File: src/hw/rtl/tpsc_pkg.sv
// shared types and constants of the triangle plane set classifier
`default_nettype none

package tpsc_pkg;

    // number of plane registers in the configuration map
    localparam int PLANE_REGS = 6;
    localparam int PIDX_W     = $clog2(PLANE_REGS);

    // configuration register indexes
    localparam logic [2:0] CFG_MODE        = 3'd0;
    localparam logic [2:0] CFG_PLANE_COUNT = 3'd1;
    localparam logic [2:0] CFG_PLANE_A     = 3'd2;
    localparam logic [2:0] CFG_PLANE_G     = 3'd7;

    // mode codes
    localparam logic MODE_SINGLE = 1'b0;
    localparam logic MODE_SET    = 1'b1;

    // reset value of the plane count register
    localparam logic [2:0] PLANE_COUNT_RESET = 3'd6;

    // single plane verdict codes
    localparam logic [1:0] V_BEHIND     = 2'd0;
    localparam logic [1:0] V_IN_FRONT   = 2'd1;
    localparam logic [1:0] V_INTERSECTS = 2'd2;

    // input item: one triangle
    typedef struct packed {
        logic signed [15:0] ax;
        logic signed [15:0] ay;
        logic signed [15:0] az;
        logic signed [15:0] bx;
        logic signed [15:0] by_coord;
        logic signed [15:0] bz;
        logic signed [15:0] cx;
        logic signed [15:0] cy;
        logic signed [15:0] cz;
        logic               first_tri;
        logic               last_tri;
    } t_in_item;

    // result item: one mesh verdict
    typedef struct packed {
        logic [1:0]  single_verdict;
        logic        set_verdict;
        logic [15:0] culled_count;
        logic [15:0] seen_count;
    } t_out_item;

    // classified triangle passed from front to back
    typedef struct packed {
        logic       first_tri;
        logic       last_tri;
        logic       mode;
        logic       culled;
        logic [1:0] verdict;
    } t_cls;

endpackage

`default_nettype wire

File: src/hw/rtl/tpsc_back.sv
// back end: mesh tallies, sticky verdict and the result register
`default_nettype none

module tpsc_back
    import tpsc_pkg::*;
#(
    parameter int COUNT_WIDTH = 16
) (
    input  wire logic i_clk,
    input  wire logic i_rst_n,
    input  wire t_cls i_cls,
    input  wire logic i_empty,
    output logic      o_pop,
    output logic      o_out_valid,
    input  wire logic i_out_stall,
    output t_out_item o_out_item
);

    logic [COUNT_WIDTH-1:0] r_seen, n_seen;
    logic [COUNT_WIDTH-1:0] r_culled, n_culled;
    logic [1:0]             r_sticky, n_sticky;
    logic                   r_out_vld;
    t_out_item              r_out, n_out;

    logic [COUNT_WIDTH-1:0] w_base_seen, w_base_culled;
    logic [1:0]             w_base_sticky;

    function automatic logic [COUNT_WIDTH-1:0] sat_inc(input logic [COUNT_WIDTH-1:0] t);
        return (t != '1) ? t + 1'b1 : t;
    endfunction

    function automatic logic [15:0] clamp16(input logic [COUNT_WIDTH-1:0] t);
        return (t > COUNT_WIDTH'(16'hFFFF)) ? 16'hFFFF : 16'(t);
    endfunction

    // take a record once the result register can hold a new item
    assign o_pop = !i_empty && (!r_out_vld || !i_out_stall);

    // tally and verdict update
    always_comb begin
        w_base_seen   = i_cls.first_tri ? '0 : r_seen;
        w_base_culled = i_cls.first_tri ? '0 : r_culled;
        w_base_sticky = i_cls.first_tri ? V_BEHIND : r_sticky;

        n_seen   = sat_inc(w_base_seen);
        n_culled = w_base_culled;
        n_sticky = w_base_sticky;
        if (i_cls.mode == MODE_SINGLE) begin
            if (w_base_sticky == V_BEHIND) begin
                n_sticky = i_cls.verdict;
            end
        end else if (i_cls.culled) begin
            n_culled = sat_inc(w_base_culled);
        end

        // result fields
        n_out.seen_count = clamp16(n_seen);
        if (i_cls.mode == MODE_SINGLE) begin
            n_out.single_verdict = n_sticky;
            n_out.set_verdict    = 1'b0;
            n_out.culled_count   = '0;
        end else begin
            n_out.single_verdict = V_BEHIND;
            n_out.set_verdict    = (n_culled != n_seen);
            n_out.culled_count   = clamp16(n_culled);
        end
    end

    // mesh state and result valid
    always_ff @(posedge i_clk) begin
        if (!i_rst_n) begin
            r_seen    <= '0;
            r_culled  <= '0;
            r_sticky  <= V_BEHIND;
            r_out_vld <= 1'b0;
        end else begin
            if (o_pop) begin
                r_seen   <= n_seen;
                r_culled <= n_culled;
                r_sticky <= n_sticky;
            end
            if (o_pop && i_cls.last_tri) begin
                r_out_vld <= 1'b1;
            end else if (!i_out_stall) begin
                r_out_vld <= 1'b0;
            end
        end
    end

    // result payload
    always_ff @(posedge i_clk) begin
        if (o_pop && i_cls.last_tri) begin
            r_out <= n_out;
        end
    end

    assign o_out_valid = r_out_vld;
    assign o_out_item  = r_out;

    // every result covers at least the triangle that closed the mesh
    a_seen_nonzero: assert property (@(posedge i_clk) disable iff (!i_rst_n)
        r_out_vld |-> (r_out.seen_count != 16'd0))
        else $error("result with zero seen count");

endmodule

`default_nettype wire

File: config.mk
export PLATFORM = sky130hd
export DESIGN_NAME = tpsc_back
export DESIGN_NICKNAME = d
export VERILOG_FILES = /design/src/hw/rtl/tpsc_pkg.sv /design/src/hw/rtl/tpsc_back.sv
export SDC_FILE = /design/constraint.sdc
export NUM_CORES = 1
export LEC_CHECK = 0
export ABC_AREA = 1
export BUFFER_PORTS_ARGS = -buffer_cell sky130_fd_sc_hd__buf_2
export CAP_MARGIN = 25
export CORE_MARGIN = 4
export CORE_UTILIZATION = 59
export CTS_CLUSTER_SIZE = 12
export DETAILED_ROUTE_END_ITERATION = 6
export HOLD_SLACK_MARGIN = 0.06
export PLACE_DENSITY = 0.79
export SLEW_MARGIN = 10
export SYNTH_ARGS = -nofsm -noshare
export SYNTH_HDL_FRONTEND = slang
export SYNTH_SLANG_ARGS = --single-unit
File: constraint.sdc
create_clock -name i_clk -period 3.7 [get_ports i_clk]
set_input_delay 0.185 -clock i_clk [delete_from_list [all_inputs] [get_ports i_clk]]
set_output_delay 0.185 -clock i_clk [all_outputs]
set_load 0.1 [all_outputs]
### Yosys cells after proc, flatten, opt, wreduce, memory -nomap -nowiden

Index checks and enable logic that the tools add are counted.

| operators by class | value |
|---|---|
| add/subtract/negate cells | 2 |
| $lt $le $gt $ge | 2 |
| equal/unequal tests | 4 |
| mux-type cells | 12 |
| reduce and logical (&&, ||, !) cells | 7 |

Operators with widths:

| operator | count |
|---|---|
| 16-bit two-way mux | 7 |
| 16-bit by 1-bit adder with 16-bit output (second input constant) | 2 |
| 16-bit > comparator (second input constant) | 2 |
| 16-bit != test (second input constant) | 2 |
| 16-bit != test | 1 |
| 2-bit two-way mux | 3 |
| 1-bit zero test | 3 |
| 1-bit logical AND | 2 |
| 2-bit zero test | 1 |
| 1-bit two-way mux | 2 |
| 2-bit by 1-bit != test with 1-bit output (second input constant) | 1 |
| 1-bit logical OR | 1 |

| storage, ports and cells | value |
|---|---|
| bits in registers | 70 |
| input bits | 10 |
| output and inout port bits | 37 |
| word-level logic and storage cells | 35 |

### Logic depth before layout (Yosys ltp)

| logic depth | value |
|---|---|
| depth after elaboration | 7 |
| gate-level depth with buffers | 21 |
| mapped depth without buffers | 19 |

### Worst setup path after synthesis

Ideal clock, no wire load.

| path | value |
|---|---|
| path kind | reg2reg |
| start | reg r_out_vld, in the netlist o_out_valid |
| end | reg r_out_vld, in the netlist o_out_valid |
| setup time | 0.056 ns |
| data arrival time | 3.273 ns |
| data required time | 3.644 ns |
| slack | 0.370 ns |
| stages on the path, launching flop included | 8 |
| path buffers | 1 |
| period minus slack after synthesis | 3.330 ns |
| cell sequence | dfxtp_1 a21oi_1 inv_1 clkbuf_1 nor2_1 a21oi_1 or2_2 inv_1 |

| between the ends | value |
|---|---|
| longest elaborated chain between the ends | 5 |
| elaborated cells between the ends (all ways) | 6 |
| those cells by class | eq/ne (1); mux (1); reduce/logical (4) |

RTL lines:

| item | line | RTL |
|---|---|---|
| start, declared | tpsc_back.sv:22 | `logic r_out_vld;` |
| start signal, assigned | tpsc_back.sv:75 | `r_out_vld <= 1'b0;` |
| start signal, assigned | tpsc_back.sv:83 | `r_out_vld <= 1'b1;` |
| start signal, assigned | tpsc_back.sv:85 | `r_out_vld <= 1'b0;` |
| 1-bit zero test * | tpsc_back.sv:37 | `assign o_pop = !i_empty && (!r_out_vld \|\| !i_out_stall);` |
| 1-bit logical OR * | tpsc_back.sv:37 |  |
| 1-bit logical AND * | tpsc_back.sv:37 |  |
| 1-bit logical AND * | tpsc_back.sv:82 | `if (o_pop && i_cls.last_tri) begin` |
| 2-bit by 1-bit != test with 1-bit output (no source line) or 1-bit two-way mux (tied branches) | -- |  |

Every way passes the cells marked *; elsewhere a longest branch is shown, timed or not.
A chain may end at the register's enable or synchronous reset.

### Worst setup path after layout

| path | value |
|---|---|
| start | reg r_seen[0] |
| end | reg r_out (netlist bit o_out_item[32]) (data pin) |

| between the ends | value |
|---|---|
| longest elaborated chain between the ends | 4 |
| elaborated cells between the ends (all ways) | 5 |
| those cells by class | add/sub (1); eq/ne (2); mux (2) |

RTL lines:

| item | line | RTL |
|---|---|---|
| start, declared | tpsc_back.sv:19 | `logic [COUNT_WIDTH-1:0] r_seen, n_seen;` |
| start signal, assigned | tpsc_back.sv:78 | `r_seen <= n_seen;` |
| 16-bit two-way mux * | tpsc_back.sv:41 | `w_base_seen = i_cls.first_tri ? '0 : r_seen;` |
| 16-bit by 1-bit adder with 16-bit output or 16-bit != test (tied branches) | tpsc_back.sv:29 | `return (t != '1) ? t + 1'b1 : t;` |
| 16-bit two-way mux * | tpsc_back.sv:29 |  |
| via n_seen[3] | tpsc_back.sv:19 |  |
| 16-bit != test * | tpsc_back.sv:64 | `n_out.set_verdict = (n_culled != n_seen);` |
| end signal, assigned | tpsc_back.sv:93 | `r_out <= n_out;` |
| end, declared | tpsc_back.sv:23 | `t_out_item r_out, n_out;` |

The timed path passes the listed nets; every way through them passes the cells marked *.

==> results_dict.tcl <==
set metrics [dict create \
    async_reset_ff_frac 0 \
    fin_worst_skew_ps 9.97 \
    setup_violations 0 \
    synth.area.top_cells "edfxtp_1, dfxtp_1, nand2_1" \
    max_stage_delay_ps 360 \
    post_cts_buffers 0 \
    yosysWarnings 0 \
    vias 3960 \
    ios 47 \
    post_cts_resized 0 \
    place_congestion 0.945 \
    worstReg2RegStart "r_seen[0]" \
    crit_path_cell_trace "inv_1 -> nor2_1 -> ha_1 -> nand2_1 -> nor2_2 -> nand3_2 -> nor2_4 -> inv_4 -> nand2_1 -> nand3_1 -> nand2_1 -> nand3_1 -> nor2_1 -> nand3_1 -> nor2_1 -> nor2_1" \
    dr.pass1.iters 5 \
    drt-vias-per-instance 5.41 \
    place_hpwl_mm 7.72 \
    antenna_cells 0 \
    cts_num_sinks 70 \
    post_dp_cell_area_um2 4530 \
    clkTransAtPathRegs_ps 70 \
    fp.dieH_um 93.2 \
    reg2reg_to "o_out_item[32]" \
    core_um2 6910 \
    fin_crit_sh 0.801 \
    syn-num-nets 603 \
    final_area_um2 4750 \
    ys_ff_latch 70 \
    ys_seq_area_frac 0.409 \
    synth_top_area_cell "edfxtp_1" \
    drive_gt1_frac 0.168 \
    antenna_found_initial 0 \
    vdd_ir_drop_max_v 0.000260 \
    netlist_instances 591 \
    pwr_density_cell_nw_per_um2 391 \
    startpoint_type "flip-flop" \
    synth-main-ff-cell "edfxtp_1" \
    wl_per_cell_um 14.8 \
    synth_edf_count 35 \
    crit_required_ps 3790 \
    hp-class "input port to flip-flop" \
    critPathArrivalTime_ps 3050 \
    portBuffers 46 \
    slowest_stage "dfxtp_1" \
    grt_pass1_vias 3584 \
    rr_worst_depth 16 \
    drc 0 \
    std_cell_rows 30 \
    netlist_area_um2 4280 \
    tightest_slew_ps 723 \
    overflow 0 \
    crit_start "r_seen[0]" \
    slew-limit-headroom 0.517 \
    nets 643 \
    numCtsBuffers 9 \
    cts_hold_buf 0 \
    grt.total_usage 0.264 \
    clockRootBuffer "clkbuf_8" \
    drt_iter0_drc 387 \
    synth_cell_types 39 \
    critPathCapture "o_out_item[32]" \
    cap_violations 0 \
    synth_top_area_share 0.245 \
    critPathKind "flip-flop to flip-flop" \
    areaGrowthSynthToFinish_pct 11.0 \
    worst_skew_pair.late_latency_ps 350 \
    fin_tns_setup_ps 0 \
    die_w_um 93.2 \
    synth_area_per_cell_um2 7.24 \
    report.final.slew_viol_count 0 \
    cts-htree-levels 3 \
    start_util 0.620 \
    critPathCaptureType "flip-flop" \
    hold_viol_final 0 \
    ff2ff_setup_slack_ps 740 \
    clock.fmax_mhz 338 \
    design.die.area_um2 8680 \
    critPathMostFrequentCell "nor2_1" \
    rsz0062_at_grt "no" \
    fin_crit_ps 2960 \
    p_leak_nw 2.23 \
    final_antenna_net_count 0 \
    grt_max_degree 40 \
    grt_pass1_wl_mm 17.9 \
    totalWireLength_mm 10.9 \
    cts_tree "done" \
    cts_max_path_buffers 2 \
    cp_max_fo 10 \
    status "completed" \
]
==> worst max-delay path: cells and delay by family, from the launching register on <==
kind	cells	cell delay [ps]
AND/OR/NAND/NOR	13	1840
flip-flops	1	360
adder cells (fa/ha/maj)	1	330
buffers and inverters	2	170
==> through the flow <==
step / hold WS (ps) / setup slack [ps] / util / cells / power, mW
CTS: 204 / 764 / 0.684 / 731 / 1.86
detailed placement: 495 / 765 / 0.656 / 715 / 1.25
finish: 213 / 737 / 0.688 / 732 / 1.86
global route: 228 / 416 / 0.688 / 732 / 1.95
global placement: 495 / 806 / 0.656 / 715 / 1.25
floorplan: 323 / 370 / - / 591 / 1.19
==> placed cells by master, fill, tap and decap left out, types with 19 or more instances in the layout <==
cell type and n:
inv_1 105, nor2_1 72, nand4_1 19, edfxtp_1 35, nand2_1 124, o21ai_0 29
dfxtp_1 35, a21oi_1 35, buf_2 46, nand3_1 42
==> final cells by class <==
cell class / count / area, um2
Clock buffer: 12 / 145
Timing Repair Buffer: 50 / 280
Fill cell: 610 / 2150
Sequential cell: 70 / 1750
Multi-Input combinational cell: 390 / 1990
Inverter: 110 / 423
Clock inverter: 4 / 46.3
Tap cell: 96 / 120
==> registers in the layout, indices dropped and copies added (netlist names) <==
signal / cells
o_out_item: 35
r_culled: 16
r_seen: 16
r_sticky: 2
o_out_valid: 1
==> cells in the mapped netlist, types with 3 or more instances <==
cell type  number
edfxtp_1       35
nor2_2          7
o211ai_1        5
inv_2           3
buf_6           3
dfxtp_1        35
xor2_1          8
o21ai_0        29
a21oi_1        36
nand3b_1        6
nand2_2        10
buf_2           3
nand2_1       124
clkbuf_1       12
inv_1         105
nand3_2         6
nor2_4          5
nand4_1        19
nand3_1        42
nor2_1         73
==> where the power goes <==
part           total (mW)  leakage, nW  switching [mW]  internal (mW)
logic               0.360         1.52           0.286         0.0743
registers           0.885        0.621          0.0265          0.859
clock network       0.613       0.0940           0.286          0.327
==> worst min path at each step <==
stage / slack (ps) / start / to / cells past startpoint
final: 210 / i_cls[1] / o_out_item[34] / 3
after global routing: 230 / i_cls[0] / o_out_item[33] / 3
after CTS: 200 / i_cls[1] / o_out_item[34] / 3
after detailed placement: 490 / r_culled[1] / r_culled[1] / 2
after global placement: 490 / r_culled[0] / r_culled[0] / 2
after floorplan: 320 / i_rst_n / r_culled[12] / 2
==> per-layer routing <==
metal / vias to the layer above / part of all wire / track usage
met5: - / 0 / 0
met4: 0 / 0.016 / 0.0940
met3: 17 / 0.092 / 0.0579
met1: 1764 / 0.43 / 0.361
met2: 204 / 0.46 / 0.413
li1: 1975 / - / -
==> logic make-up after synthesis <==
kind of cell	count (synthesis)	share of synthesized area
DFF	70	0.409
buffers and inverters	131	0.130
and+or+nand+nor	301	0.339
adders and majority gates	2	0.00584
xor gates and xnor gates	10	0.0205
AOI/OAI and AO/OA	77	0.0961
Note: power is estimated with default switching activity, not from simulation.
