<file path="src/hw/rtl/tpsc_pkg.sv">
// shared types and constants of the triangle plane set classifier
`default_nettype none

package tpsc_pkg;

    // number of plane registers in the configuration map
    localparam int PLANE_REGS = 6;
    localparam int PIDX_W     = $clog2(PLANE_REGS);

    // configuration register indexes
    localparam logic [2:0] CFG_MODE        = 3'd0;
    localparam logic [2:0] CFG_PLANE_COUNT = 3'd1;
    localparam logic [2:0] CFG_PLANE_A     = 3'd2;
    localparam logic [2:0] CFG_PLANE_G     = 3'd7;

    // mode codes
    localparam logic MODE_SINGLE = 1'b0;
    localparam logic MODE_SET    = 1'b1;

    // reset value of the plane count register
    localparam logic [2:0] PLANE_COUNT_RESET = 3'd6;

    // single plane verdict codes
    localparam logic [1:0] V_BEHIND     = 2'd0;
    localparam logic [1:0] V_IN_FRONT   = 2'd1;
    localparam logic [1:0] V_INTERSECTS = 2'd2;

    // input item: one triangle
    typedef struct packed {
        logic signed [15:0] ax;
        logic signed [15:0] ay;
        logic signed [15:0] az;
        logic signed [15:0] bx;
        logic signed [15:0] by_coord;
        logic signed [15:0] bz;
        logic signed [15:0] cx;
        logic signed [15:0] cy;
        logic signed [15:0] cz;
        logic               first_tri;
        logic               last_tri;
    } t_in_item;

    // result item: one mesh verdict
    typedef struct packed {
        logic [1:0]  single_verdict;
        logic        set_verdict;
        logic [15:0] culled_count;
        logic [15:0] seen_count;
    } t_out_item;

    // classified triangle passed from front to back
    typedef struct packed {
        logic       first_tri;
        logic       last_tri;
        logic       mode;
        logic       culled;
        logic [1:0] verdict;
    } t_cls;

endpackage

`default_nettype wire

</file>
<file path="src/hw/rtl/tpsc_queue.sv">
// two entry queue of classified triangles between front and back
`default_nettype none

module tpsc_queue
    import tpsc_pkg::*;
(
    input  wire logic i_clk,
    input  wire logic i_rst_n,
    input  wire logic i_push,
    input  wire t_cls i_cls,
    output logic      o_full,
    input  wire logic i_pop,
    output t_cls      o_cls,
    output logic      o_empty
);

    localparam int DEPTH = 2;
    localparam int AW    = $clog2(DEPTH);

    t_cls          r_mem [DEPTH];
    logic [AW-1:0] r_wp, r_rp;
    logic [AW:0]   r_cnt;

    assign o_full  = (r_cnt == (AW + 1)'(DEPTH));
    assign o_empty = (r_cnt == '0);
    assign o_cls   = r_mem[r_rp];

    // pointers and fill count
    always_ff @(posedge i_clk) begin
        if (!i_rst_n) begin
            r_wp  <= '0;
            r_rp  <= '0;
            r_cnt <= '0;
        end else begin
            if (i_push) begin
                r_wp <= r_wp + 1'b1;
            end
            if (i_pop) begin
                r_rp <= r_rp + 1'b1;
            end
            if (i_push && !i_pop) begin
                r_cnt <= r_cnt + 1'b1;
            end else if (!i_push && i_pop) begin
                r_cnt <= r_cnt - 1'b1;
            end
        end
    end

    // storage
    always_ff @(posedge i_clk) begin
        if (i_push) begin
            r_mem[r_wp] <= i_cls;
        end
    end

    a_no_overflow: assert property (@(posedge i_clk) disable iff (!i_rst_n)
        !(i_push && o_full))
        else $error("push into full queue");

    a_no_underflow: assert property (@(posedge i_clk) disable iff (!i_rst_n)
        !(i_pop && o_empty))
        else $error("pop from empty queue");

endmodule

`default_nettype wire

</file>
<file path="config.mk">
export PLATFORM = sky130hd
export DESIGN_NAME = tpsc_queue
export DESIGN_NICKNAME = d
export VERILOG_FILES = /design/src/hw/rtl/tpsc_pkg.sv /design/src/hw/rtl/tpsc_queue.sv
export SDC_FILE = /design/constraint.sdc
export NUM_CORES = 1
export LEC_CHECK = 0
export ABC_AREA = 1
export BUFFER_PORTS_ARGS = -buffer_cell sky130_fd_sc_hd__buf_4
export CAP_MARGIN = 20
export CORE_MARGIN = 2
export CORE_UTILIZATION = 40
export CTS_BUF_LIST = sky130_fd_sc_hd__clkbuf_8
export DETAILED_ROUTE_END_ITERATION = 8
export MAX_ROUTING_LAYER = met4
export PLACE_DENSITY = 0.76
export SYNTH_ARGS = -nofsm -noshare
export SYNTH_HDL_FRONTEND = slang
export SYNTH_SLANG_ARGS = --single-unit
export TNS_END_PERCENT = 100
</file>
<file path="constraint.sdc">
create_clock -name i_clk -period 0.9 [get_ports i_clk]
set_input_delay 0.045 -clock i_clk [delete_from_list [all_inputs] [get_ports i_clk]]
set_output_delay 0.045 -clock i_clk [all_outputs]
set_load 0.005 [all_outputs]
</file>
Word-level counts from Yosys, hierarchy flattened:

Memory sizes are Yosys's and may differ from the RTL's. A register that Yosys moved wholly into a read port is not among the register bits.
Index checks and enable logic that the tools add are counted.

* reductions and logical operators: 6
* divide/modulo/power cells: 0
* $add $sub $neg: 4
* shift operators: 0
* multipliers: 0
* eq/ne operators: 1
* bitwise gates (word level): 0
* mux-type cells: 6
* $lt $le $gt $ge: 0

Operators with widths (count)
* 1-bit 2-to-1 mux: 4
* 2-bit 2-to-1 mux: 2
* 1-bit adder (second input constant): 2
* 2-bit by 1-bit adder with 2-bit output (second input constant): 1
* 2-bit equality test (second input constant): 1
* 1-bit logical AND: 2
* 1-bit zero test: 2
* 2-bit zero test: 1
* 2-bit nonzero test: 1
* 2-bit by 1-bit subtractor with 2-bit output (second input constant): 1

* word-level logic and storage cells: 21
* bits in registers: 4
* memory bits (read-only): 0
* latch bits: 0
* bits of input ports: 10
* memories: 1
* memory bits (writable): 12

Memory list
* r_mem: depth 2, bits a word 6, rd ports 1, clocked after Yosys merged registers in 1, write ports 1, line tpsc_queue.sv:20 `t_cls r_mem [DEPTH];`

Longest topological paths before layout:

Gate-level depths: netlist of the first run.

* word-level depth: 4
* depth in mapped cells: 8
* mapped depth without buffers: 8

Worst setup path before layout of the first run:

OpenSTA, ideal clock, no wires.

* kind: register -> register
* start point: register r_wp
* end point: memory r_mem[0][0] in the netlist's numbering, enable pin
* period minus slack after synthesis: 954 ps
* stages on the path, launching flop included: 2
* slack: -54 ps
* data arrival time: 605 ps
* buffers on the path: 0
* cell sequence: dfxtp_1 > nor2_1

RTL lines
* start, declared: line tpsc_queue.sv:21 `logic [AW-1:0] r_wp, r_rp;`
* start signal, assigned: line tpsc_queue.sv:36 `r_wp <= r_wp + 1'b1;`
* end, declared: line tpsc_queue.sv:20

Straight into the memory's write port.

==> metrics.cfg, run 1 <==
[routing]
drtPass1Iterations = 4
wl_per_cell_um = 11.2
antenna_left = 0
drt_wl_total_um = 1080
drc = 0
post_drt_via_cell_ratio = 4.68
num_vias = 454
first_iter_violations = 7

[floorplanning]
rows = 14
io_pins = 18
dieHeight_um = 44.7
core-area_mm2 = 0.00152
start_util = 0.434
die_area_mm2 = 0.00200
die_w_um = 44.7

[cts]
htreeDepth = 1
root_buffer = clkbuf_8
cts_buffer_depth = 2
cts_setup_buffers = 0
cts_tree = done
cts_made_buffers = 3
clk_latency_ns = 0.24
clock_sinks = 17
clk_pin_slew_ns = 0.06

[placed_design]
globalplace.congestion = 0.623
preCtsSetupSlack_ns = -0.115
post-dp-hpwl_um = 786
place_area_um2 = 830
place.port_buffers = 17

[pwr]
seqPwrFrac = 0.530
power_per_cell_area_mw_per_mm2 = 1760
power_frac_clock = 0.297
swShare = 0.216
p_leak_nw = 0.446
comb_power_share = 0.174
p_int_mw = 1.40
peakVddDrop_mv = 1.72
power.switching_mw = 0.387

[finish]
num_antenna_cells = 0
num-fill-cells = 119
nets = 93
final_cell_area_mm2 = 0.00102
area_growth_pct = 53.5
layout-drive-gt1-share = 0.494
fin_util = 0.667

[global_route]
grt_max_degree = 10
track_usage = 0.131
antenna_found_initial = 0
grt-ovfl-total = 0
first_global_vias = 403
grt_pass1_wl_um = 1630

[sta]
skew_ns = 0.000835
fin_crit_sh = 1.26
drv_slew = 0
tns_ns = -1.37
final.min_clock_period_ns = 1.13
setup_slack_ns = -0.231
relSlewSlack = 0.887
worst_slew_pin_slew_ns = 0.169
rsz0062_at_grt = yes
hold_violations = 0
holdWs_ns = 0.0407
fmax_mhz = 884
setup_violations = 7

[yosys]
synth_fp_nets = 63
synth-main-ff-cell = edfxtp_1
async_flop_share = 0
ys_ff_latch = 17
ys.warnings.count = 0
postSynthCellCount = 52
synth_area_um2 = 662
ys_types = 16
synth.avg_cell_area_um2 = 12.7
synth-edff-count = 12
synth-seq-area-share = 0.696

[worst_setup_path]
crit_fanout = 6
arrival_ns = 1.09
slowest_delay_ns = 0.41
slowest_stage = dfxtp_4
worstPathRequired_ns = 0.85
path_class = flip-flop to output pin
cp_cell_sequence = mux2_4 -> buf_6
cp-end-kind = output pin
crit_path_start_kind = flip-flop

[outcome]
status = finished, violations left
violations = setup timing

[min_path]
hold_class = input port to flip-flop

[run]
cap_violations = 0

sequential cells by signal (all words and copies together) (netlist names), named ones only:
| register | cells |
|---|---|
| r_mem | 12 |
| r_cnt | 2 |
| r_rp | 1 |
| r_wp | 1 |
worst max-delay path, delay by kind of cell, from the launching register on:
family	cells	cell delay, ns
multiplexers	1	0.32
flip-flops	1	0.41
buffers and inverters	1	0.11
per-stage QoR:
step                cells  power (mW)
floorplan              52        1.05
global placement       87        1.17
detailed placement     87        1.18
CTS                    97        1.79
global route           97        1.88
finish                 97        1.79
per-layer routing:
layer  wire length [um]  global-route usage  vias to the layer above
li1                   -                   -                      232
met1                416               0.121                      204
met2                566               0.212                       14
met3                 61              0.0367                        4
met4                 40               0.127                        0
met5                  0                   -                        -
Yosys cell counts (4+ instances only):
| library cell | count | area, um^2 |
|---|---|---|
| dfxtp_1 | 5 | 100 |
| inv_1 | 8 | 30.0 |
| mux2_2 | 6 | 67.6 |
| edfxtp_1 | 12 | 360 |
| nand2_1 | 4 | 15.0 |
| nor2_1 | 7 | 26.3 |
cell families after synthesis:
family | count (synthesis) | share of synthesized area
adder cells (fa/ha/maj) | 1 | 0.0189
multiplexers | 6 | 0.102
AO/OA/AOI/OAI | 2 | 0.0151
flip-flops | 17 | 0.696
buffers and inverters | 10 | 0.0586
AND/OR/NAND/NOR | 15 | 0.0964
XOR/XNOR | 1 | 0.0132
final timing paths:
path                           end  slack [ns]                   from  depth (start not counted)
max                       o_cls[2]       -0.23              flip-flop                          2
min          r_cnt[1]$_SDFFE_PN0P_        0.04                i_rst_n                          3
max reg2reg  r_mem[0][1]$_DFFE_PP_        0.05      r_wp$_SDFFE_PN0P_                          2
min reg2reg  r_cnt[0]$_SDFFE_PN0P_        0.50  r_cnt[0]$_SDFFE_PN0P_                          1
layout make-up:
type,instances,area [um^2],share of cell area
Sequential cell,17,473,0.466
Timing Repair Buffer,26,236,0.233
Multi-Input combinational cell,25,203,0.200
Clock buffer,3,41.3,0.0406
Inverter,9,38.8,0.0382
Tap cell,16,20.0,0.0197
Clock inverter,1,3.75,0.00369
power by group through the flow:
| stage | clock network [mW] | registers [mW] | logic (mW) |
|---|---|---|---|
| floorplan | 0 | 0.928 | 0.123 |
| global placement | 0 | 0.941 | 0.229 |
| detailed placement | 0 | 0.944 | 0.236 |
| CTS | 0.556 | 0.936 | 0.297 |
| global route | 0.586 | 0.955 | 0.338 |
| finish | 0.531 | 0.947 | 0.311 |
layout by cell type (no fill, tap or decap), types with 2 or more instances in the layout:
cell type,netlist,routed
dlygate4sd3_1,0,6
mux2_4,0,6
dfxtp_4,0,3
clkbuf_8,0,3
inv_1,8,7
nor2_1,7,4
inv_4,0,2
nand2_1,4,4
buf_4,0,13
edfxtp_1,12,12
buf_6,0,7
nor2_4,0,2
repair_timing:
action / in CTS / in global routing
pin swaps: 0 / 2
setup endpoints to repair: 15 / 18
gates resized for setup: 17 / 11
hold endpoints to repair: 12 / 0
hold buffers: 6 / 0
Note: power is estimated with default switching activity, not from simulation.
==> run 2, diff against run 1 <==
--- a/config.mk
+++ b/config.mk
@@ -5,7 +5,7 @@
 export SDC_FILE = /design/constraint.sdc
 export NUM_CORES = 1
 export LEC_CHECK = 0
-export ABC_AREA = 1
+export ABC_AREA = 0
 export BUFFER_PORTS_ARGS = -buffer_cell sky130_fd_sc_hd__buf_4
 export CAP_MARGIN = 20
 export CORE_MARGIN = 2
==> run 2 against run 1 <==
Against the previous run: synthesized cell count shrank 21%; the run still ends with setup timing left; combinational power is 21% higher; cell area increased by 2.3%; largest cell class unchanged; first-iteration DRC count down 100%; global-route usage is 0.50 points lower; maximum frequency fell by 0.24%; register-to-register slack got worse by 0.14 ns; die area fell by 1.6%; sequential share of layout area shrank 1.7 points.
==> metrics.cfg, run 2 <==
[outcome]
status = finished, violations left
violations = setup timing

[worst_setup_path]
cp_cell_sequence = mux2_4 -> buf_6
path_class = flip-flop to output pin
crit_path_start_kind = flip-flop
slowest_delay_ns = 0.41  ; about the same
slowest_stage = dfxtp_4
cp-end-kind = output pin
worstRegToRegCells = 3  ; +1
worstPathRequired_ns = 0.85  ; about the same
rrSetupSlack_ns = -0.09  ; -0.14 ns
r2r_start = r_cnt[0]$_SDFFE_PN0P_
path_buf_inv = 1  ; unchanged
regToRegEndpoint = r_cnt[1]$_SDFFE_PN0P_
arrival_ns = 1.09  ; about the same
crit_fanout = 6  ; unchanged
path_delay_family = flip-flops

[routing]
antenna_left = 0  ; unchanged
post_drt_via_cell_ratio = 4.61  ; -1.5%
wl_per_cell_um = 12.9  ; +16%
drtPass1Iterations = 1  ; -3
drc = 0  ; unchanged
num_vias = 415  ; -8.6%
drt_wl_total_um = 1160  ; +7.4%
first_iter_violations = 0  ; -7

[floorplanning]
rows = 14  ; unchanged
core-area_mm2 = 0.00152  ; unchanged
dieHeight_um = 44.3  ; -0.78%
die_area_mm2 = 0.00197  ; -1.6%
die_w_um = 44.3  ; -0.78%
start_util = 0.427  ; -0.00739
io_pins = 18  ; unchanged

[yosys]
synth_fp_nets = 52  ; -17%
ys_ff_latch = 17  ; unchanged
synth.most_common_cell = edfxtp_1
async_flop_share = 0  ; unchanged
synth.avg_cell_area_um2 = 15.9  ; +25%
ys.warnings.count = 0  ; unchanged
postSynthCellCount = 41  ; -21%
synthDominantCellAreaShare = 0.554  ; +0.00942
ys_types = 16  ; unchanged
synth-edff-count = 12  ; unchanged
synth-seq-area-share = 0.708  ; +0.0120
yosys.area.top_type = edfxtp_1
synthTopCellsByCount = edfxtp_1 (12), mux2_2 (6), dfxtp_1 (5), and2_1 (4)
synthTopCellsByArea = edfxtp_1 (55%), dfxtp_1 (15%), mux2_2 (10%)
synth_area_um2 = 651  ; -1.7%
synth-main-ff-cell = edfxtp_1

[sta]
rsz0062_at_grt = yes
worst_slew_pin_slew_ns = 0.174  ; +0.00468 ns
setup_violations = 8  ; +1
hold_violations = 0  ; unchanged
fmax_mhz = 882  ; -0.24%
setup_slack_ns = -0.234  ; -0.00275 ns
drv_slew = 0  ; unchanged
relSlewSlack = 0.884  ; -0.00247
fin_crit_sh = 1.26  ; +0.00305
final.min_clock_period_ns = 1.13  ; +0.00275 ns
skew_ns = 0.00240  ; +0.00156 ns

[finish]
top_register = r_mem
largest_reg_flops = 12  ; unchanged
num_antenna_cells = 0  ; unchanged
final_common_cell = buf_4
instances_no_fill = 90  ; -7.2%
layout-drive-gt1-share = 0.541  ; +0.0467
num-fill-cells = 111  ; -6.7%
reg_top3 = r_mem: 12 flops, r_cnt: 2 flops
area_growth_pct = 59.8
final_cell_area_mm2 = 0.00104  ; +2.3%
final_cell_mix = buf_4 (13), edfxtp_1 (12), buf_6 (11), mux2_4 (6), dlygate4sd3_1 (6)
nets = 86  ; -7.5%

[cts]
clock_sinks = 17  ; unchanged
cts_buffer_depth = 2  ; unchanged
cts_made_buffers = 3  ; unchanged
htreeDepth = 1  ; unchanged
clk_pin_slew_ns = 0.06  ; about the same
root_buffer = clkbuf_8
clk_latency_ns = 0.24  ; about the same
cts_tree = done

[placed_design]
place_area_um2 = 843  ; +1.7%
dpl.cell_count = 79  ; -9.2%
globalplace.congestion = 0.626  ; +0.42%
preCtsSetupSlack_ns = -0.115  ; -0.000629 ns
place.port_buffers = 17  ; unchanged
post-dp-hpwl_um = 766  ; -2.6%

[pwr]
power_mw = 1.85  ; +3.3%
peakVddDrop_mv = 1.16  ; -32%
power_per_cell_area_mw_per_mm2 = 1780  ; +0.94%
p_leak_nw = 0.448  ; +0.49%

[global_route]
first_global_vias = 410  ; +1.7%
grt_pass1_wl_um = 1730  ; +6.3%
grt-ovfl-total = 0  ; unchanged
antenna_found_initial = 0  ; unchanged
track_usage = 0.126  ; -0.00496
grt_max_degree = 10  ; unchanged

[min_path]
hp-start = i_rst_n
worstHoldPathCells = 2  ; -1
hold_class = input port to flip-flop

[run]
cap_violations = 0  ; unchanged

## run 2: cell count changes after synthesis, sizes merged, moves of 2 or more
cell,before,now
and2,0,4
inv,9,1
nand2,5,0
nor2,7,1
nor2b,0,2
xor2,0,2
## run 2: cell type report
type / instances / area (um^2) / share of cell area
repair buffers: 30 / 282 / 0.271
multi-input cells: 22 / 223 / 0.214
inverters: 1 / 3.75 / 0.00361
clock buffers: 3 / 41.3 / 0.0397
clock inverters: 1 / 3.75 / 0.00361
well taps: 16 / 20.0 / 0.0193
flip-flops and latches: 17 / 467 / 0.449
## run 2: per-stage QoR
stage               hold WS [ns]  TNS, ns   util
detailed placement         0.234    -1.40  0.553
global route              0.0622    -1.85  0.682
finish                    0.0448    -1.60  0.682
global placement           0.230    -1.05  0.553
CTS                       0.0441    -1.65  0.677
floorplan                  0.144  -0.0373      -
## run 2: repair_timing
item,4_1_cts,5_1_grt
resized for setup,23,2
setup buffers,1,0
endpoints found under the hold margin,12,0
pin swaps,3,0
hold buffers,6,0
endpoints found under the setup margin,19,10
## run 2: logic make-up after synthesis
logic type | count (synthesis) | synth area share
xor+xnor | 3 | 0.0404
buf+inv | 2 | 0.0115
compound gates | 3 | 0.0308
fa+ha+maj | 1 | 0.0192
flops | 17 | 0.708
simple gates | 9 | 0.0865
mux | 6 | 0.104
## run 2: routing by layer
| metal | global-route usage | share of wire |
|---|---|---|
| met5 | - | 0 |
| met2 | 0.244 | 0.54 |
| met1 | 0.134 | 0.41 |
| met4 | 0.0182 | 0 |
| met3 | 0.0245 | 0.048 |
## run 2: power breakdown
part | switching, mW | internal, mW
logic | 0.113 | 0.262
registers | 0.0421 | 0.898
clock network | 0.231 | 0.301
## run 2: how the worst max path moves through the flow
| stage | from | end | slack (ns) | depth (start not counted) |
|---|---|---|---|---|
| after global placement | i_push | r_cnt[1]$_SDFFE_PN0P_ | -0.10 | 4 |
| after detailed placement | flip-flop | o_cls[0] | -0.12 | 2 |
| after floorplan | r_cnt[0]$_SDFFE_PN0P_ | r_cnt[1]$_SDFFE_PN0P_ | -0.04 | 3 |
| after CTS | flip-flop | o_cls[0] | -0.24 | 2 |
| after global routing | flip-flop | o_cls[3] | -0.26 | 2 |
| final | flip-flop | o_cls[3] | -0.23 | 2 |
==> run 3, diff against run 2 <==
--- a/config.mk
+++ b/config.mk
@@ -14,6 +14,8 @@
 export DETAILED_ROUTE_END_ITERATION = 8
 export MAX_ROUTING_LAYER = met4
 export PLACE_DENSITY = 0.76
+export SKIP_CTS_REPAIR_TIMING = 1
+export SKIP_LAST_GASP = 1
 export SYNTH_ARGS = -nofsm -noshare
 export SYNTH_HDL_FRONTEND = slang
 export SYNTH_SLANG_ARGS = --single-unit
==> run 3 against run 2 <==
Against the previous run: the flow still finishes with violations (setup timing); cell area down 1.1%; die area stayed put; register-to-register slack is essentially flat; global-route usage is 2.4 points lower; clock-buffer cell count did not move; final cell count decreased by 1.1%; non-clock buffer count fell by 1; combinational power decreased by 4%; routed wire length down 0.52%; total power decreased by 0.83%; clock power is essentially flat; critical path type unchanged; critical endpoint unchanged; largest cell class unchanged.
==> metrics.cfg, run 3 (synthesis results as in run 2) <==
[worst_setup_path]
path_buf_inv = 1  ; unchanged
cp_cell_sequence = mux2_4 -> buf_6
worstPathRequired_ns = 0.85  ; about the same
arrival_ns = 1.09  ; about the same
cp-end-kind = output pin
crit_fanout = 6  ; unchanged
rrSetupSlack_ns = -0.09  ; about the same
path_delay_family = flip-flops
slowest_delay_ns = 0.41  ; about the same
crit_path_start_kind = flip-flop
path_class = flip-flop to output pin
slowest_stage = dfxtp_4

[finish]
final_cell_mix = buf_4 (13), edfxtp_1 (12), buf_6 (10), mux2_4 (6), dlygate4sd3_1 (6)
top_register = r_mem
num_antenna_cells = 0  ; unchanged
fin_util = 0.675  ; -0.00739
final_cell_area_mm2 = 0.00103  ; -1.1%
layout-drive-gt1-share = 0.534  ; -0.00629
nets = 85  ; -1.2%
largest_reg_flops = 12  ; unchanged
num-fill-cells = 109  ; -1.8%
area_growth_pct = 58.1
final_common_cell = buf_4
reg_top3 = r_mem: 12 flops, r_cnt: 2 flops

[routing]
post_drt_via_cell_ratio = 4.61  ; about the same
first_iter_violations = 0  ; unchanged
num_vias = 410  ; -1.2%
wl_per_cell_um = 13.0  ; +0.60%
drc = 0  ; unchanged
drtPass1Iterations = 1  ; unchanged
drt_wl_total_um = 1160  ; -0.52%
antenna_left = 0  ; unchanged

[floorplanning]
dieHeight_um = 44.3  ; unchanged
die_area_mm2 = 0.00197  ; unchanged
die_w_um = 44.3  ; unchanged
core-area_mm2 = 0.00152  ; unchanged
rows = 14  ; unchanged
start_util = 0.427  ; unchanged
io_pins = 18  ; unchanged

[sta]
skew_ns = 0.00240  ; -0.00000145 ns
tns_ns = -1.60  ; +0.00112 ns
setup_violations = 8  ; unchanged
final.min_clock_period_ns = 1.13  ; -0.000769 ns
relSlewSlack = 0.883  ; about the same
rsz0062_at_grt = yes
worst_slew_pin_slew_ns = 0.175  ; +0.00120 ns
fin_crit_sh = 1.26  ; about the same
fmax_mhz = 882  ; about the same
setup_slack_ns = -0.233  ; +0.000769 ns
hold_violations = 0  ; unchanged
drv_slew = 0  ; unchanged

[outcome]
status = finished, violations left
violations = setup timing

[placed_design]
place.port_buffers = 17  ; unchanged
place_area_um2 = 843  ; unchanged
globalplace.congestion = 0.626  ; unchanged
post-dp-hpwl_um = 766  ; unchanged

[cts]
cts_tree = done
clk_pin_slew_ns = 0.06  ; about the same
clock_sinks = 17  ; unchanged
clk_latency_ns = 0.24  ; about the same
root_buffer = clkbuf_8
cts_buffer_depth = 2  ; unchanged
htreeDepth = 1  ; unchanged
cts_made_buffers = 3  ; unchanged

[global_route]
first_global_vias = 372  ; -9.3%
grt_max_degree = 10  ; unchanged
grt-ovfl-total = 0  ; unchanged
grt_pass1_wl_um = 1460  ; -16%
antenna_found_initial = 0  ; unchanged
track_usage = 0.103  ; -0.0237

[run]
cap_violations = 0  ; unchanged

[pwr]
power_per_cell_area_mw_per_mm2 = 1780  ; +0.26%
peakVddDrop_mv = 1.16  ; -0.16%
p_leak_nw = 0.442  ; -1.3%

[min_path]
hold_class = input port to flip-flop

-- run 3: cell types whose count changed in the layout (fill, tap and decap cells not counted) --
cell / change
buf_6: -1
-- run 3: worst paths after layout --
path / from / to / depth (start not counted)
hold / removal: i_rst_n / flip-flop / 2
setup reg to reg: r_cnt[0]$_SDFFE_PN0P_ / r_cnt[1]$_SDFFE_PN0P_ / 3
hold reg to reg: r_cnt[1]$_SDFFE_PN0P_ / r_cnt[1]$_SDFFE_PN0P_ / 2
setup / recovery: flip-flop / o_cls[3] / 2
-- run 3: through the flow --
step	std cells	setup WS (ns)	total power [mW]	hold WS [ns]
after floorplan	41	-0.0373	1.06	0.144
after global placement	79	-0.105	1.20	0.230
after detailed placement	79	-0.115	1.21	0.234
after CTS	83	-0.386	1.74	-0.0165
after global routing	89	-0.258	1.91	0.0585
final	89	-0.233	1.83	0.0446
-- run 3: cell type report --
cell class	instances	area, um^2	share of cell area
Sequential cell	17	467	0.454
Timing Repair Buffer	29	270	0.263
Multi-Input combinational cell	22	223	0.217
Clock buffer	3	41.3	0.0401
Tap cell	16	20.0	0.0195
Clock inverter	1	3.75	0.00365
Inverter	1	3.75	0.00365
-- run 3: per-layer routing --
layer | part of all wire | vias to the layer above | global-route usage
li1 | - | 211 | -
met1 | 0.41 | 187 | 0.103
met2 | 0.54 | 12 | 0.197
met3 | 0.048 | 0 | 0.0286
met4 | 0 | 0 | 0.0182
met5 | 0 | - | -
-- run 3: worst register-to-register path, stage by stage, from the launching register on --
cell	delay, ns
dfxtp_2	0.33
xor2_1	0.16
or3_1	0.30
a21boi_1	0.12
-- run 3: where the power goes --
part	leakage, nW	switching, mW	internal (mW)
sequential	0.155	0.0422	0.898
combinational	0.260	0.110	0.250
clock	0.0269	0.231	0.301
total	0.442	0.383	1.45
